$ cat src/hw/rtl/batch_recoder_ring_buffer_core_macros.svh
// assertion macros shared by the batch recoder ring buffer rtl
`ifndef BATCH_RECODER_RING_BUFFER_CORE_MACROS_SVH
`define BATCH_RECODER_RING_BUFFER_CORE_MACROS_SVH
`ifndef SYNTHESIS
// same-cycle implication, checked outside reset
`define BRRB_ASSERT_IMP(name, ck, rn, ante, cons) \
  name: assert property (@(posedge ck) disable iff (!rn) (ante) |-> (cons)) \
    else $error("brrb assertion failed");
// next-cycle implication, checked outside reset
`define BRRB_ASSERT_NXT(name, ck, rn, ante, cons) \
  name: assert property (@(posedge ck) disable iff (!rn) (ante) |=> (cons)) \
    else $error("brrb assertion failed");
`else
`define BRRB_ASSERT_IMP(name, ck, rn, ante, cons)
`define BRRB_ASSERT_NXT(name, ck, rn, ante, cons)
`endif
`endif

$ cat src/hw/rtl/brrb_pkg.sv
// shared types, constants and helpers of the batch recoder ring buffer
`timescale 1ns / 1ps
package brrb_pkg;

  localparam int DEPTH    = 16;
  localparam int IDX_W    = (DEPTH > 1) ? $clog2(DEPTH) : 1;
  localparam int CNT_W    = $clog2(DEPTH + 1);
  localparam int SUM_W    = CNT_W + 1;
  localparam int MAX_RES  = 16;
  localparam int LIST_MAX = (DEPTH < MAX_RES) ? DEPTH : MAX_RES;
  localparam int HIT_W    = $clog2(LIST_MAX + 1);
  localparam int ID_W     = 16;
  localparam int SLOT_W   = 4;
  localparam int WIDE_W   = SLOT_W + IDX_W;
  localparam int SENT_W   = 8;

  localparam logic [SENT_W-1:0] QUOTA_RESET = 8'd16;
  localparam logic [SENT_W-1:0] SENT_MAX    = 8'hFF;

  typedef enum logic [1:0] {
    ST_STORED  = 2'd0,
    ST_MEMBER  = 2'd1,
    ST_REFUSED = 2'd2,
    ST_EMPTY   = 2'd3
  } status_t;

  typedef enum logic [3:0] {
    OP_NONE,
    OP_RX_FIRST,
    OP_RX_PLAIN,
    OP_RX_FULL,
    OP_RX_CHK,
    OP_REFUSE,
    OP_SW_START,
    OP_SW_STEP,
    OP_LS_START,
    OP_LS_STEP,
    OP_LS_FIN
  } op_t;

  typedef enum logic [2:0] {
    S_IDLE,
    S_RX_CHK,
    S_SW,
    S_LS_INIT,
    S_LS,
    S_LS_FIN
  } state_t;

  typedef struct packed {
    logic have_batch;
    logic ring_full;
    logic quota_met;
    logic mixed;
    logic sw_exit;
    logic ls_end;
  } dp_status_t;

  // (base + off) mod DEPTH, off below DEPTH
  function automatic logic [IDX_W-1:0] ring_add(input logic [IDX_W-1:0] base,
                                                input logic [CNT_W-1:0] off);
    logic [SUM_W-1:0] sum;
    sum = SUM_W'(base) + SUM_W'(off);
    if (sum >= SUM_W'(DEPTH)) begin
      sum = sum - SUM_W'(DEPTH);
    end
    return sum[IDX_W-1:0];
  endfunction

  // slot index as seen on the result port
  function automatic logic [SLOT_W-1:0] to_slot(input logic [IDX_W-1:0] idx);
    logic [WIDE_W-1:0] wide;
    wide = WIDE_W'(idx);
    return wide[SLOT_W-1:0];
  endfunction

endpackage

$ cat src/hw/rtl/batch_recoder_ring_buffer_core.sv
// top level of the batch recoder ring buffer core
// usage:
//   input channel: drive in_kind / in_batch_id with start high; the request is
//   taken at a clock edge where busy is low. in_kind 0 stores a received packet's
//   batch number, in_kind 1 asks for a recode run over the current send batch.
//   result channel: each result shows for one cycle with out_strobe high; there
//   is no backpressure, the receiver must take every result as it appears.
//   configuration: cfg_wr_en / cfg_wr_data write the batch quota (reset 16);
//   write only while busy is low and no result is still due.
// request handling:
//   receive: result in the cycle after the request; a full ring goes through S_RX_CHK
//   first (the slot behind the overwritten one is read back from the slot ram).
//   refused recode: one result, in the cycle after the request.
//   recode run: the listing compares one slot per cycle
//   on the single read port of the slot ram; a batch switch scan (S_SW) may run
//   ahead of it. Members stream one per cycle where adjacent.
// reset: synchronous, active low; empties the ring and restores the quota,
//   slot contents are not cleared (valid bits cover them).
`timescale 1ns / 1ps
`include "batch_recoder_ring_buffer_core_macros.svh"
module batch_recoder_ring_buffer_core (
  input  logic                          clk,
  input  logic                          rst_n,
  // request channel
  input  logic                          start,
  output logic                          busy,
  input  logic                          in_kind,
  input  logic [brrb_pkg::ID_W-1:0]     in_batch_id,
  // result channel
  output logic                          out_strobe,
  output logic [1:0]                    out_status,
  output logic [brrb_pkg::SLOT_W-1:0]   out_slot,
  output logic [brrb_pkg::ID_W-1:0]     out_send_batch_id,
  output logic                          out_last,
  // quota register
  input  logic                          cfg_wr_en,
  input  logic [brrb_pkg::SENT_W-1:0]   cfg_wr_data
);

  brrb_pkg::dp_status_t st;
  brrb_pkg::op_t        op;

  // sequencer: decodes requests and steps the scans
  brrb_ctrl u_ctrl (
    .clk     (clk),
    .rst_n   (rst_n),
    .start   (start),
    .in_kind (in_kind),
    .st      (st),
    .busy    (busy),
    .op      (op)
  );

  // pointers, slot store and result register
  brrb_dp u_dp (
    .clk               (clk),
    .rst_n             (rst_n),
    .op                (op),
    .in_batch_id       (in_batch_id),
    .cfg_wr_en         (cfg_wr_en),
    .cfg_wr_data       (cfg_wr_data),
    .st                (st),
    .out_strobe        (out_strobe),
    .out_status        (out_status),
    .out_slot          (out_slot),
    .out_send_batch_id (out_send_batch_id),
    .out_last          (out_last)
  );

  // a receive either answers at once or goes busy for the read-back cycle
  `BRRB_ASSERT_NXT(a_rx_answer, clk, rst_n, start && !busy && !in_kind, out_strobe != busy)
  // only member results can be followed by more results of the same request
  `BRRB_ASSERT_IMP(a_single_final, clk, rst_n, out_strobe && (out_status != brrb_pkg::ST_MEMBER), out_last)
  // with an empty ring every request is done without the block going busy
  `BRRB_ASSERT_NXT(a_empty_quick, clk, rst_n, !st.have_batch && !busy, !busy)

endmodule

$ cat src/hw/rtl/brrb_ram.sv
// generic single write port ram with registered read
`timescale 1ns / 1ps
module brrb_ram #(
  parameter int WIDTH = 16,
  parameter int DEPTH = 16
) (
  input  logic                     clk,
  input  logic                     we,
  input  logic [$clog2(DEPTH)-1:0] waddr,
  input  logic [WIDTH-1:0]         wdata,
  input  logic [$clog2(DEPTH)-1:0] raddr,
  output logic [WIDTH-1:0]         rdata
);

  logic [WIDTH-1:0] mem [DEPTH];
  logic [WIDTH-1:0] rdata_r;

  always_ff @(posedge clk) begin
    if (we) begin
      mem[waddr] <= wdata;
    end
    rdata_r <= mem[raddr];
  end

  assign rdata = rdata_r;

endmodule

$ cat src/hw/rtl/brrb_ctrl.sv
// sequencer of the batch recoder ring buffer
`timescale 1ns / 1ps
module brrb_ctrl (
  input  logic                   clk,
  input  logic                   rst_n,
  input  logic                   start,
  input  logic                   in_kind,
  input  brrb_pkg::dp_status_t   st,
  output logic                   busy,
  output brrb_pkg::op_t          op
);

  brrb_pkg::state_t state_r;
  brrb_pkg::state_t state_nxt;

  always_ff @(posedge clk) begin
    if (!rst_n) begin
      state_r <= brrb_pkg::S_IDLE;
    end else begin
      state_r <= state_nxt;
    end
  end

  // next state
  always_comb begin
    state_nxt = state_r;
    case (state_r)
      brrb_pkg::S_IDLE: begin
        if (start && in_kind && st.have_batch && st.quota_met && st.mixed) begin
          state_nxt = brrb_pkg::S_SW;
        end else if (start && in_kind && st.have_batch && !st.quota_met) begin
          state_nxt = brrb_pkg::S_LS;
        end else if (start && !in_kind && st.have_batch && st.ring_full) begin
          state_nxt = brrb_pkg::S_RX_CHK;
        end
      end
      brrb_pkg::S_RX_CHK: state_nxt = brrb_pkg::S_IDLE;
      brrb_pkg::S_SW: begin
        if (st.sw_exit) begin
          state_nxt = brrb_pkg::S_LS_INIT;
        end
      end
      brrb_pkg::S_LS_INIT: state_nxt = brrb_pkg::S_LS;
      brrb_pkg::S_LS: begin
        if (st.ls_end) begin
          state_nxt = brrb_pkg::S_LS_FIN;
        end
      end
      brrb_pkg::S_LS_FIN: state_nxt = brrb_pkg::S_IDLE;
      default: state_nxt = brrb_pkg::S_IDLE;
    endcase
  end

  // datapath commands
  always_comb begin
    op   = brrb_pkg::OP_NONE;
    busy = 1'b1;
    case (state_r)
      brrb_pkg::S_IDLE: begin
        busy = 1'b0;
        if (start) begin
          if (!in_kind) begin
            if (!st.have_batch) begin
              op = brrb_pkg::OP_RX_FIRST;
            end else if (st.ring_full) begin
              op = brrb_pkg::OP_RX_FULL;
            end else begin
              op = brrb_pkg::OP_RX_PLAIN;
            end
          end else begin
            if (!st.have_batch || (st.quota_met && !st.mixed)) begin
              op = brrb_pkg::OP_REFUSE;
            end else if (st.quota_met) begin
              op = brrb_pkg::OP_SW_START;
            end else begin
              op = brrb_pkg::OP_LS_START;
            end
          end
        end
      end
      brrb_pkg::S_RX_CHK:  op = brrb_pkg::OP_RX_CHK;
      brrb_pkg::S_SW:      op = brrb_pkg::OP_SW_STEP;
      brrb_pkg::S_LS_INIT: op = brrb_pkg::OP_LS_START;
      brrb_pkg::S_LS:      op = brrb_pkg::OP_LS_STEP;
      brrb_pkg::S_LS_FIN:  op = brrb_pkg::OP_LS_FIN;
      default: begin
        op   = brrb_pkg::OP_NONE;
        busy = 1'b1;
      end
    endcase
  end

endmodule

$ cat src/hw/rtl/brrb_dp.sv
// ring pointers, slot store, scan logic and result register
`timescale 1ns / 1ps
module brrb_dp (
  input  logic                               clk,
  input  logic                               rst_n,
  input  brrb_pkg::op_t                      op,
  input  logic [brrb_pkg::ID_W-1:0]          in_batch_id,
  input  logic                               cfg_wr_en,
  input  logic [brrb_pkg::SENT_W-1:0]        cfg_wr_data,
  output brrb_pkg::dp_status_t               st,
  output logic                               out_strobe,
  output logic [1:0]                         out_status,
  output logic [brrb_pkg::SLOT_W-1:0]        out_slot,
  output logic [brrb_pkg::ID_W-1:0]          out_send_batch_id,
  output logic                               out_last
);

  // architectural state
  logic [brrb_pkg::IDX_W-1:0]  send_first_r, send_first_nxt;
  logic [brrb_pkg::IDX_W-1:0]  recv_last_r, recv_last_nxt;
  logic [brrb_pkg::ID_W-1:0]   send_batch_r, send_batch_nxt;
  logic                        have_batch_r, have_batch_nxt;
  logic [brrb_pkg::SENT_W-1:0] sent_count_r, sent_count_nxt;
  logic                        mixed_r, mixed_nxt;
  logic [brrb_pkg::DEPTH-1:0]  valid_r, valid_nxt;
  logic [brrb_pkg::SENT_W-1:0] quota_r, quota_nxt;

  // scan state
  logic [brrb_pkg::CNT_W-1:0]  iss_r, iss_nxt;
  logic                        rd_live_r, rd_live_nxt;
  logic [brrb_pkg::IDX_W-1:0]  rd_pos_r, rd_pos_nxt;
  logic [brrb_pkg::HIT_W-1:0]  hit_cnt_r, hit_cnt_nxt;
  logic                        hold_vld_r, hold_vld_nxt;
  logic [brrb_pkg::IDX_W-1:0]  hold_pos_r, hold_pos_nxt;

  // result register
  logic                        out_strobe_r, out_strobe_nxt;
  brrb_pkg::status_t           out_status_r, out_status_nxt;
  logic [brrb_pkg::SLOT_W-1:0] out_slot_r, out_slot_nxt;
  logic [brrb_pkg::ID_W-1:0]   out_batch_r, out_batch_nxt;
  logic                        out_last_r, out_last_nxt;

  // slot store
  logic                        ram_we;
  logic [brrb_pkg::IDX_W-1:0]  ram_waddr;
  logic [brrb_pkg::ID_W-1:0]   ram_wdata;
  logic [brrb_pkg::IDX_W-1:0]  ram_raddr;
  logic [brrb_pkg::ID_W-1:0]   ram_rdata;

  logic [brrb_pkg::IDX_W-1:0]  recv_next;
  logic [brrb_pkg::IDX_W-1:0]  send_next;
  logic [brrb_pkg::IDX_W-1:0]  iss_addr;
  logic                        slot_ok;
  logic                        hit_same;
  logic                        hit_other;

  brrb_ram #(
    .WIDTH (brrb_pkg::ID_W),
    .DEPTH (brrb_pkg::DEPTH)
  ) u_slot_ram (
    .clk   (clk),
    .we    (ram_we),
    .waddr (ram_waddr),
    .wdata (ram_wdata),
    .raddr (ram_raddr),
    .rdata (ram_rdata)
  );

  assign recv_next = brrb_pkg::ring_add(recv_last_r, brrb_pkg::CNT_W'(1));
  assign send_next = brrb_pkg::ring_add(send_first_r, brrb_pkg::CNT_W'(1));
  assign iss_addr  = brrb_pkg::ring_add(send_first_r, iss_r);
  assign slot_ok   = rd_live_r && valid_r[rd_pos_r];
  assign hit_same  = slot_ok && (ram_rdata == send_batch_r);
  assign hit_other = slot_ok && (ram_rdata != send_batch_r);

  assign st.have_batch = have_batch_r;
  assign st.ring_full  = (recv_next == send_first_r);
  assign st.quota_met  = (sent_count_r >= quota_r);
  assign st.mixed      = mixed_r;
  assign st.sw_exit    = rd_live_r &&
                         (hit_other || (iss_r == brrb_pkg::CNT_W'(brrb_pkg::DEPTH)));
  assign st.ls_end     = rd_live_r &&
                         (!hit_same ||
                          (hit_cnt_r == brrb_pkg::HIT_W'(brrb_pkg::LIST_MAX - 1)));

  always_comb begin
    send_first_nxt = send_first_r;
    recv_last_nxt  = recv_last_r;
    send_batch_nxt = send_batch_r;
    have_batch_nxt = have_batch_r;
    sent_count_nxt = sent_count_r;
    mixed_nxt      = mixed_r;
    valid_nxt      = valid_r;
    quota_nxt      = cfg_wr_en ? cfg_wr_data : quota_r;
    iss_nxt        = iss_r;
    rd_live_nxt    = rd_live_r;
    rd_pos_nxt     = rd_pos_r;
    hit_cnt_nxt    = hit_cnt_r;
    hold_vld_nxt   = hold_vld_r;
    hold_pos_nxt   = hold_pos_r;
    out_strobe_nxt = 1'b0;
    out_status_nxt = brrb_pkg::ST_STORED;
    out_slot_nxt   = brrb_pkg::to_slot(send_first_r);
    out_last_nxt   = 1'b1;
    ram_we         = 1'b0;
    ram_waddr      = recv_next;
    ram_wdata      = in_batch_id;
    ram_raddr      = send_first_r;

    case (op)
      brrb_pkg::OP_RX_FIRST: begin
        ram_we         = 1'b1;
        ram_waddr      = '0;
        valid_nxt[0]   = 1'b1;
        recv_last_nxt  = '0;
        send_first_nxt = '0;
        send_batch_nxt = in_batch_id;
        have_batch_nxt = 1'b1;
        out_strobe_nxt = 1'b1;
        out_slot_nxt   = brrb_pkg::to_slot('0);
      end
      brrb_pkg::OP_RX_PLAIN: begin
        ram_we               = 1'b1;
        ram_waddr            = recv_next;
        valid_nxt[recv_next] = 1'b1;
        recv_last_nxt        = recv_next;
        mixed_nxt            = mixed_r || (in_batch_id != send_batch_r);
        out_strobe_nxt       = 1'b1;
        out_slot_nxt         = brrb_pkg::to_slot(recv_next);
      end
      brrb_pkg::OP_RX_FULL: begin
        // overwrite the oldest slot, fetch the slot behind it
        ram_we                  = 1'b1;
        ram_waddr               = send_first_r;
        valid_nxt[send_first_r] = 1'b1;
        recv_last_nxt           = send_first_r;
        send_first_nxt          = send_next;
        ram_raddr               = send_next;
        mixed_nxt               = mixed_r || (in_batch_id != send_batch_r);
      end
      brrb_pkg::OP_RX_CHK: begin
        if (ram_rdata != send_batch_r) begin
          send_batch_nxt = ram_rdata;
          sent_count_nxt = '0;
          mixed_nxt      = 1'b0;
        end
        out_strobe_nxt = 1'b1;
        out_slot_nxt   = brrb_pkg::to_slot(recv_last_r);
      end
      brrb_pkg::OP_REFUSE: begin
        out_strobe_nxt = 1'b1;
        out_status_nxt = brrb_pkg::ST_REFUSED;
      end
      brrb_pkg::OP_SW_START, brrb_pkg::OP_LS_START: begin
        ram_raddr    = send_first_r;
        rd_live_nxt  = 1'b1;
        rd_pos_nxt   = send_first_r;
        iss_nxt      = brrb_pkg::CNT_W'(1);
        hit_cnt_nxt  = '0;
        hold_vld_nxt = 1'b0;
      end
      brrb_pkg::OP_SW_STEP: begin
        if (iss_r < brrb_pkg::CNT_W'(brrb_pkg::DEPTH)) begin
          ram_raddr   = iss_addr;
          rd_live_nxt = 1'b1;
          rd_pos_nxt  = iss_addr;
          iss_nxt     = iss_r + brrb_pkg::CNT_W'(1);
        end else begin
          rd_live_nxt = 1'b0;
        end
        if (hit_other) begin
          send_batch_nxt = ram_rdata;
          send_first_nxt = rd_pos_r;
          sent_count_nxt = '0;
        end
        if (st.sw_exit) begin
          mixed_nxt   = 1'b0;
          rd_live_nxt = 1'b0;
        end
      end
      brrb_pkg::OP_LS_STEP: begin
        if (iss_r < brrb_pkg::CNT_W'(brrb_pkg::LIST_MAX)) begin
          ram_raddr   = iss_addr;
          rd_live_nxt = 1'b1;
          rd_pos_nxt  = iss_addr;
          iss_nxt     = iss_r + brrb_pkg::CNT_W'(1);
        end else begin
          rd_live_nxt = 1'b0;
        end
        // one member is held back until we know whether it is the final one
        if (hit_same) begin
          out_strobe_nxt = hold_vld_r;
          out_status_nxt = brrb_pkg::ST_MEMBER;
          out_slot_nxt   = brrb_pkg::to_slot(hold_pos_r);
          out_last_nxt   = 1'b0;
          hold_vld_nxt   = 1'b1;
          hold_pos_nxt   = rd_pos_r;
          hit_cnt_nxt    = hit_cnt_r + brrb_pkg::HIT_W'(1);
        end
        if (st.ls_end) begin
          rd_live_nxt = 1'b0;
        end
      end
      brrb_pkg::OP_LS_FIN: begin
        out_strobe_nxt = 1'b1;
        if (hold_vld_r) begin
          out_status_nxt = brrb_pkg::ST_MEMBER;
          out_slot_nxt   = brrb_pkg::to_slot(hold_pos_r);
        end else begin
          out_status_nxt = brrb_pkg::ST_EMPTY;
        end
        if (sent_count_r != brrb_pkg::SENT_MAX) begin
          sent_count_nxt = sent_count_r + brrb_pkg::SENT_W'(1);
        end
        hold_vld_nxt = 1'b0;
      end
      default: begin
        out_strobe_nxt = 1'b0;
      end
    endcase

    out_batch_nxt = send_batch_nxt;
  end

  always_ff @(posedge clk) begin
    if (!rst_n) begin
      send_first_r <= '0;
      recv_last_r  <= '0;
      send_batch_r <= '0;
      have_batch_r <= 1'b0;
      sent_count_r <= '0;
      mixed_r      <= 1'b0;
      valid_r      <= '0;
      quota_r      <= brrb_pkg::QUOTA_RESET;
      iss_r        <= '0;
      rd_live_r    <= 1'b0;
      hit_cnt_r    <= '0;
      hold_vld_r   <= 1'b0;
      out_strobe_r <= 1'b0;
    end else begin
      send_first_r <= send_first_nxt;
      recv_last_r  <= recv_last_nxt;
      send_batch_r <= send_batch_nxt;
      have_batch_r <= have_batch_nxt;
      sent_count_r <= sent_count_nxt;
      mixed_r      <= mixed_nxt;
      valid_r      <= valid_nxt;
      quota_r      <= quota_nxt;
      iss_r        <= iss_nxt;
      rd_live_r    <= rd_live_nxt;
      hit_cnt_r    <= hit_cnt_nxt;
      hold_vld_r   <= hold_vld_nxt;
      out_strobe_r <= out_strobe_nxt;
    end
  end

  always_ff @(posedge clk) begin
    rd_pos_r     <= rd_pos_nxt;
    hold_pos_r   <= hold_pos_nxt;
    out_status_r <= out_status_nxt;
    out_slot_r   <= out_slot_nxt;
    out_batch_r  <= out_batch_nxt;
    out_last_r   <= out_last_nxt;
  end

  assign out_strobe        = out_strobe_r;
  assign out_status        = out_status_r;
  assign out_slot          = out_slot_r;
  assign out_send_batch_id = out_batch_r;
  assign out_last          = out_last_r;

endmodule

$ cat config.mk
export PLATFORM = sky130hd
export DESIGN_NAME = batch_recoder_ring_buffer_core
export DESIGN_NICKNAME = d
export VERILOG_FILES = /design/src/hw/rtl/brrb_pkg.sv /design/src/hw/rtl/batch_recoder_ring_buffer_core.sv /design/src/hw/rtl/brrb_ram.sv /design/src/hw/rtl/brrb_ctrl.sv /design/src/hw/rtl/brrb_dp.sv
export VERILOG_INCLUDE_DIRS = /design/src /design/src/hw/rtl
export SDC_FILE = /design/constraint.sdc
export NUM_CORES = 1
export LEC_CHECK = 0
export BUFFER_PORTS_ARGS = -buffer_cell sky130_fd_sc_hd__buf_4
export CELL_PAD_IN_SITES_DETAIL_PLACEMENT = 0
export CELL_PAD_IN_SITES_GLOBAL_PLACEMENT = 1
export CORE_UTILIZATION = 40
export DETAILED_ROUTE_END_ITERATION = 6
export PLACE_DENSITY = 0.77
export SYNTH_ARGS = -nofsm -noshare
export SYNTH_HDL_FRONTEND = slang
export SYNTH_SLANG_ARGS = --single-unit
$ cat constraint.sdc
create_clock -name clk -period 5.2 [get_ports clk]
set_clock_uncertainty 0.2 [all_clocks]
set_input_delay 0.52 -clock clk [delete_from_list [all_inputs] [get_ports clk]]
set_output_delay 0.52 -clock clk [all_outputs]
set_load 0.02 [all_outputs]
Word level (Yosys, flattened, before mapping)
Memories as Yosys holds them, arrays and structs flattened. A register that Yosys moved wholly into a read port is not among the register bits.
Cells that the tools add are included.
{"block": "word_totals", "output_inout_bits": 25, "register_bits": 105, "romBits": 0, "n_memories": 1, "ram_bits": 256, "word_cells": 188, "latchBits": 0, "in_bits": 29}
{"memory": "u_dp.u_slot_ram.mem", "words": 16, "width": 16, "rd": 1, "rd_ports_with_merged_regs": 1, "wr": 1, "line_no": "brrb_ram.sv:15", "source": "logic [WIDTH-1:0] mem [DEPTH];"}
{"block": "op_classes", "addsub": 9, "shifts": 0, "bitwise": 2, "order_cmp": 10, "n_mul": 0, "n_eq_ne": 31, "reduce_logical": 49, "div": 0, "muxes": 65}
{"cell": "$mux W4", "count": 13}
{"cell": "$pmux W16 S3", "count": 1}
{"cell": "$mux W16", "count": 2}
{"cell": "$ne A16 B16 Y1", "count": 2}
{"cell": "$or A16 B16 Y16", "count": 2}
{"cell": "$pmux W15 S2", "count": 1}
{"cell": "$mux W8", "count": 3}
{"cell": "$pmux W4 S2", "count": 3}
{"cell": "$pmux W4 S3", "count": 2}
{"cell": "$pmux W4 S6", "count": 1}
{"cell": "$pmux W8 S3", "count": 1}
{"cell": "$pmux W4 S5", "count": 1}
{"cell": "$pmux W5 S2", "count": 2}
{"cell": "$mux W1", "count": 17}
{"cell": "$eq A16 B16 Y1", "count": 1}
{"cell": "$eq A4 B3 Y1 const B", "count": 4}
{"cell": "$logic_and A1 B1 Y1", "count": 16}
{"cell": "$lt A4 B5 Y1 const B", "count": 3}
{"cell": "$mux W3", "count": 5}
{"cell": "$reduce_bool A3 Y1", "count": 5}
{"cell": "$eq A4 B4 Y1 const B", "count": 3}
{"cell": "$pmux W3 S4", "count": 1}
{"cell": "$sub A4 B1 Y4 const B", "count": 3}
{"cell": "$add A4 B1 Y5 const B", "count": 2}
{"cell": "37 further kinds", "count": 72}

Depth between registers and ports, before layout
{"block": "depth", "word_depth": 14, "depth_mapped": 16, "depth_no_buf": 11}

Cells and area by module
A second synthesis with hierarchy kept.
{"block": "unflattened", "hier_cells": 1127, "hier_area_um2": 15916.5}
{"module": "brrb_ram", "cells_each": 432, "n_inst": 1, "area_per_inst_um2": 10043.4, "seq_area_each_um2": 8007.7}
{"module": "brrb_dp", "cells_each": 654, "n_inst": 1, "area_per_inst_um2": 5535.3, "seq_area_each_um2": 2122.0}
{"module": "brrb_ctrl", "cells_each": 41, "n_inst": 1, "area_per_inst_um2": 337.8, "seq_area_each_um2": 60.1}

Worst setup path before layout
No wires, ideal clock.
{"block": "synth_path", "kind": "register -> register", "from": "register u_dp.recv_last_r[0] (netlist bit)", "to": "memory u_dp.u_slot_ram.mem[2][0] (enable)", "t_required_ps": 4591, "stages_incl_launch_ff": 14, "period_less_slack_ps": 4346, "path_buffers": 3, "arrival_ps": 3736, "slack_ps": 854, "setup_ps": 409, "path_cell_list": "dfxtp_1 > buf_2 > inv_1 > ha_1 > buf_2 > xor2_1 > or3_4 > nor4b_4 > nor2_1 > o21a_1 > buf_2 > a21oi_1 > o21ai_1 > nor3_1"}
{"block": "synth_via", "elab_chain_cells": 14, "elab_cells_between_ends": 18, "cone_classes": "2 x add/sub; 1 x order compare; 4 x eq/ne; 10 x mux; 1 x reduce/logical"}
{"item": "from (decl)", "line_no": "brrb_dp.sv:20", "source": "logic [brrb_pkg::IDX_W-1:0] recv_last_r, recv_last_nxt;"}
{"item": "from (signal assigned)", "line_no": "brrb_dp.sv:242", "source": "recv_last_r <= recv_last_nxt;"}
{"item": "$add A4 B1 Y5 (*)", "line_no": "brrb_pkg.sv:63", "source": "sum = SUM_W'(base) + SUM_W'(off);"}
{"item": "$sub A4 B1 Y4 / $ge A5 B5 Y1 (equally long branches)", "line_no": "brrb_pkg.sv:65, brrb_pkg.sv:64"}
{"item": "$mux W4 (*)", "line_no": "brrb_pkg.sv:64", "source": "if (sum >= SUM_W'(DEPTH)) begin"}
{"item": "$eq A4 B4 Y1", "line_no": "brrb_dp.sv:77", "source": "assign st.ring_full = (recv_next == send_first_r);"}
{"item": "$mux W1", "line_no": "brrb_ctrl.sv:65", "source": "end else if (st.ring_full) begin"}
{"item": "$mux W4", "line_no": "brrb_ctrl.sv:63", "source": "if (!st.have_batch) begin"}
{"item": "$mux W4", "line_no": "brrb_ctrl.sv:62", "source": "if (!in_kind) begin"}
{"item": "$mux W4", "line_no": "brrb_ctrl.sv:61", "source": "if (start) begin"}
{"item": "$pmux W4 S6", "line_no": "brrb_ctrl.sv:58", "source": "case (state_r)"}
{"item": "$eq A4 B1 Y1 / $eq A4 B2 Y1 (equally long branches)", "line_no": "brrb_dp.sv:110", "source": "case (op)"}
{"item": "$reduce_or A3 Y1 (no line)"}
{"item": "$mux W1", "line_no": "brrb_dp.sv:110"}
{"item": "$mux W1", "line_no": "brrb_ram.sv:19", "source": "if (we) begin"}
{"item": "$mux W1 (not written as such)", "line_no": "brrb_ram.sv:20", "source": "mem[waddr] <= wdata;"}
{"item": "to (decl)", "line_no": "brrb_ram.sv:15"}
Mark *: on every way between the ends. The rest lies on a longest branch, timed or not.

Worst setup path after layout
{"block": "layout_path", "from": "register u_dp.recv_last_r[0] (netlist bit)", "to": "memory u_dp.u_slot_ram.mem[1][5] (enable)"}
The elaborated chain is that of the path after synthesis.

==> impl_metrics.xml <==
<?xml version="1.0" encoding="UTF-8"?>
<metrics>
  <group name="routing">
    <metric name="dr_iter_0_viols" unit="">1072</metric>
    <metric name="drtPass1Iterations" unit="">7</metric>
    <metric name="wl_met1" unit="um">17800</metric>
    <metric name="detailroute.via_count" unit="">11269</metric>
    <metric name="remaining_drc_errors" unit="">2</metric>
    <metric name="routed-wl-met2" unit="um">20600</metric>
    <metric name="highest_layer" unit="">met4</metric>
    <metric name="drt.antenna.violating_nets" unit="">0</metric>
    <metric name="postRouteWirelength" unit="um">42100</metric>
    <metric name="routed-wl-met3" unit="um">2390</metric>
    <metric name="avgViaCountPerCell" unit="">5.43</metric>
    <metric name="wire_length_per_cell" unit="um">20.3</metric>
  </group>
  <group name="worst_setup_path">
    <metric name="worst_path_dominant_cell_family" unit="">simple AND/OR/NAND/NOR gates</metric>
    <metric name="regToRegStartpoint" unit="">u_dp.recv_last_r[0]</metric>
    <metric name="worstPathRequired" unit="ps">5140</metric>
    <metric name="worstReg2RegEnd" unit="">u_dp.u_slot_ram.mem[1][5]</metric>
    <metric name="arrival" unit="ps">4560</metric>
    <metric name="critPathLaunch" unit="">u_dp.recv_last_r[0]</metric>
    <metric name="critical_path_buf_inv_count" unit="">1</metric>
    <metric name="cp_slowest_cell" unit="">nor2_2</metric>
    <metric name="path_cells" unit="">inv_1 &gt; ha_1 &gt; xor2_1 &gt; or3_4 &gt; nor4b_4 &gt; o21a_1 &gt; nor2_1 &gt; a31oi_1 &gt; nand2b_1 &gt; nor2_2</metric>
    <metric name="critPathKind" unit="">reg -&gt; reg</metric>
    <metric name="worstRegToRegCells" unit="">10</metric>
    <metric name="reg2reg_slack" unit="ps">580</metric>
    <metric name="cpPeakStageDelay" unit="ps">780</metric>
    <metric name="endpoint_kind" unit="">flip-flop</metric>
    <metric name="worstPathMaxFanout" unit="">16</metric>
    <metric name="start_kind" unit="">flip-flop</metric>
  </group>
  <group name="synth">
    <metric name="share_of_synthesized_area_occupied_by_flip_flops_and_latches" unit="%">62.0</metric>
    <metric name="synth_top_area_share" unit="%">48.3</metric>
    <metric name="synthArstFlopShare" unit="%">0</metric>
    <metric name="yosys-mux-area-fraction" unit="%">1.20</metric>
    <metric name="synth.yosys.warnings" unit="">0</metric>
    <metric name="synth_common_cells" unit="">nand2_1, edfxtp_1, nand3_1</metric>
    <metric name="synth_area" unit="um2">16400</metric>
    <metric name="synth_top_cells_by_area" unit="">edfxtp_1, dfxtp_1, nand2_1</metric>
    <metric name="yosysTopAreaCell" unit="">edfxtp_1</metric>
    <metric name="syn_inst" unit="">1483</metric>
    <metric name="synth_top_flop_cell" unit="">edfxtp_1</metric>
    <metric name="yosysUniqueCellTypes" unit="">72</metric>
    <metric name="yosys.cell_count.top_type" unit="">nand2_1</metric>
    <metric name="post_synth_fa_ha_maj_area_fraction" unit="%">1.95</metric>
    <metric name="compound_cell_area_share_of_the_yosys_netlist" unit="%">6.87</metric>
    <metric name="xor_xnor_share_of_the_synthesized_area" unit="%">3.18</metric>
    <metric name="number_of_enable_type_register_cells_in_the_synthesized_netlist" unit="">264</metric>
    <metric name="postSynthRegisterBits" unit="">377</metric>
    <metric name="synth_top_family_by_area" unit="">simple AND/OR/NAND/NOR gates</metric>
    <metric name="yosys.area_share.simple" unit="%">21.4</metric>
    <metric name="synth.avg_cell_area" unit="um2">11.1</metric>
    <metric name="synth_fp_nets" unit="">1537</metric>
  </group>
  <group name="clocking">
    <metric name="htree_levels" unit="">2</metric>
    <metric name="tritoncts" unit="">done</metric>
    <metric name="cts_root_buf" unit="">clkbuf_16</metric>
    <metric name="cts_made_buffers" unit="">39</metric>
    <metric name="postCtsSetupRepairBufs" unit="">0</metric>
    <metric name="cts.sinks" unit="">377</metric>
    <metric name="cts-resized-gates" unit="">0</metric>
    <metric name="clk_pin_slew_worst_paths" unit="ps">60</metric>
    <metric name="insertion_delay" unit="ps">530</metric>
    <metric name="clock_tree.buffer_depth" unit="">3</metric>
  </group>
  <group name="sta">
    <metric name="post-route-min-period" unit="ps">4620</metric>
    <metric name="fin_crit_sh" unit="%">88.8</metric>
    <metric name="max_clock_freq" unit="MHz">217</metric>
    <metric name="worstMarginPinSlew" unit="ps">1010</metric>
    <metric name="setup_viol_count_final" unit="">0</metric>
    <metric name="worst_slack" unit="ps">585</metric>
    <metric name="grt_setup_unrepaired" unit="">false</metric>
    <metric name="finalMaxSlewViolations" unit="">0</metric>
    <metric name="timing.final.hold_violations" unit="">0</metric>
    <metric name="slew-limit-headroom" unit="%">32.7</metric>
    <metric name="fin_setup_tns" unit="ps">0</metric>
  </group>
  <group name="floorplanning">
    <metric name="standard_cell_core_area" unit="um2">40100</metric>
    <metric name="die_area" unit="um2">41900</metric>
    <metric name="rows" unit="">73</metric>
    <metric name="io_pins" unit="">54</metric>
    <metric name="die_height" unit="um">205</metric>
    <metric name="initial_utilization" unit="%">41.0</metric>
    <metric name="chipWidth" unit="um">205</metric>
  </group>
  <group name="cells_and_area">
    <metric name="post-route-util" unit="%">46.5</metric>
    <metric name="post_route_cells_drive_above_1_share" unit="%">13.3</metric>
    <metric name="nNetsFinal" unit="">1576</metric>
    <metric name="synthToLayoutAreaGrowth" unit="%">13.5</metric>
    <metric name="num_antenna_cells" unit="">0</metric>
  </group>
  <group name="power_and_ir_drop">
    <metric name="ir_drop" unit="mV">0.225</metric>
    <metric name="power.density_cell_area" unit="nW/um2">399</metric>
    <metric name="power.leakage" unit="nW">6.80</metric>
  </group>
  <group name="min_path">
    <metric name="worst_hold_path_type" unit="">in -&gt; reg</metric>
    <metric name="timing.hold.worst_endpoint" unit="">u_dp.quota_r[1]</metric>
    <metric name="holdCritStartpoint" unit="">cfg_wr_data[1]</metric>
    <metric name="hold_depth" unit="">3</metric>
  </group>
  <group name="place">
    <metric name="dp.final_hpwl" unit="um">26500</metric>
    <metric name="dp_worst_setup_slack" unit="ps">612</metric>
    <metric name="gpl.final_weighted_congestion" unit="">0.865</metric>
    <metric name="portBuffers" unit="">53</metric>
  </group>
  <group name="global_route">
    <metric name="maximum_number_of_pins_on_one_net_before_global_route_repair" unit="">128</metric>
    <metric name="initial_antenna_violation_count" unit="">0</metric>
    <metric name="grt_remaining_overflow" unit="">0</metric>
    <metric name="grt_usage" unit="%">20.3</metric>
    <metric name="first_pass_grt_wire_length" unit="um">64600</metric>
    <metric name="grt_pass1_vias" unit="">11033</metric>
  </group>
  <group name="status">
    <metric name="failing_checks" unit="">design-rule violations</metric>
    <metric name="outcome" unit="">finished with violations</metric>
  </group>
  <group name="flow_run">
    <metric name="max-cap-violations" unit="">0</metric>
  </group>
</metrics>
## kinds of logic (layout without fill, tap and decap cells)
family,Yosys count,after routing
AO/OA/AOI/OAI,161,161
XOR/XNOR,55,55
adder cells (fa/ha/maj),25,25
buffers and inverters,107,176
flip-flops,377,377
multiplexers,13,13
AND/OR/NAND/NOR,745,745
## worst max-delay path by stage
stage                           endpoint  slack (ps)  cells after the start
6_report       u_dp.u_slot_ram.mem[1][5]         580                     10
3_3_place_gp   u_dp.u_slot_ram.mem[1][7]         720                     10
5_1_grt        u_dp.u_slot_ram.mem[1][5]         200                     10
3_5_place_dp   u_dp.u_slot_ram.mem[1][3]         610                     10
2_1_floorplan  u_dp.u_slot_ram.mem[2][0]         850                     13
4_1_cts        u_dp.u_slot_ram.mem[1][5]         590                     10
## where the power goes
group | internal (mW) | switching [mW]
logic | 0.379 | 0.767
registers | 3.37 | 0.133
clock network | 1.65 | 1.15
## area by class of cell
cell class / count / area, um2
Fill cell: 3646 / 21500
Sequential cell: 377 / 10200
Multi-Input combinational cell: 999 / 5750
Clock buffer: 57 / 1160
Timing Repair Buffer: 87 / 693
Tap cell: 525 / 657
Clock inverter: 14 / 125
Inverter: 18 / 67.6
## metal layers
layer | vias to the layer above | global-route usage [%]
met2 | 360 | 34.1
met1 | 5469 | 26.6
met5 | - | 0
li1 | 5370 | -
met4 | 0 | 6.98
met3 | 70 | 3.13
## registers in the layout, indices dropped and copies added, names as in the netlist, 4 cells and up
name	cells
u_dp.recv_last_r	4
u_dp.valid_r	16
u_dp.hold_pos_r	4
u_dp.hit_cnt_r	5
u_dp.out_slot	4
u_dp.u_slot_ram.mem	256
u_dp.out_send_batch_id	16
u_dp.iss_r	5
u_dp.send_first_r	4
u_dp.rd_pos_r	4
u_dp.sent_count_r	8
u_dp.quota_r	8
u_dp.u_slot_ram.rdata	16
u_dp.send_batch_r	16
## layout by cell type, fill, tap and decap left out, types with 11 or more instances in the layout
master     count
nand2_1      339
edfxtp_1     264
nand3_1      220
dfxtp_1      113
buf_4         83
clkbuf_16     42
xor2_1        40
nor2_1        37
a21oi_1       34
nand4_1       29
and2_1        27
o21ai_0       25
ha_1          24
o21a_1        23
nor2b_1       17
inv_1         17
a22oi_1       16
nor2_2        12
nand3_2       11
xnor2_1       11
## worst reg2reg max path, cell delays in order (launching register included)
cell      delay (ps)
dfxtp_1          550
inv_1            180
ha_1             430
xor2_1           180
or3_4            420
nor4b_4          370
o21a_1           440
nor2_1           120
a31oi_1          380
nand2b_1         170
nor2_2           780
## what timing repair did
item | in CTS | in global routing
hold endpoints to repair | 1 | 0
endpoints found under the setup margin | 0 | 0
hold buffers | 1 | 0
## stage by stage
stage                     hold slack (ps)  power [mW]  area [um2]  cells
after floorplan                       235        4.29       16400   1483
after global placement                242        4.71       17300   2005
after detailed placement              252        4.71       17300   2005
after CTS                            37.0        7.51       18600   2077
after global routing                 55.6        7.74       18600   2077
final                                54.1        7.45       18600   2077
No activity file was read; power rests on OpenSTA's default activity.
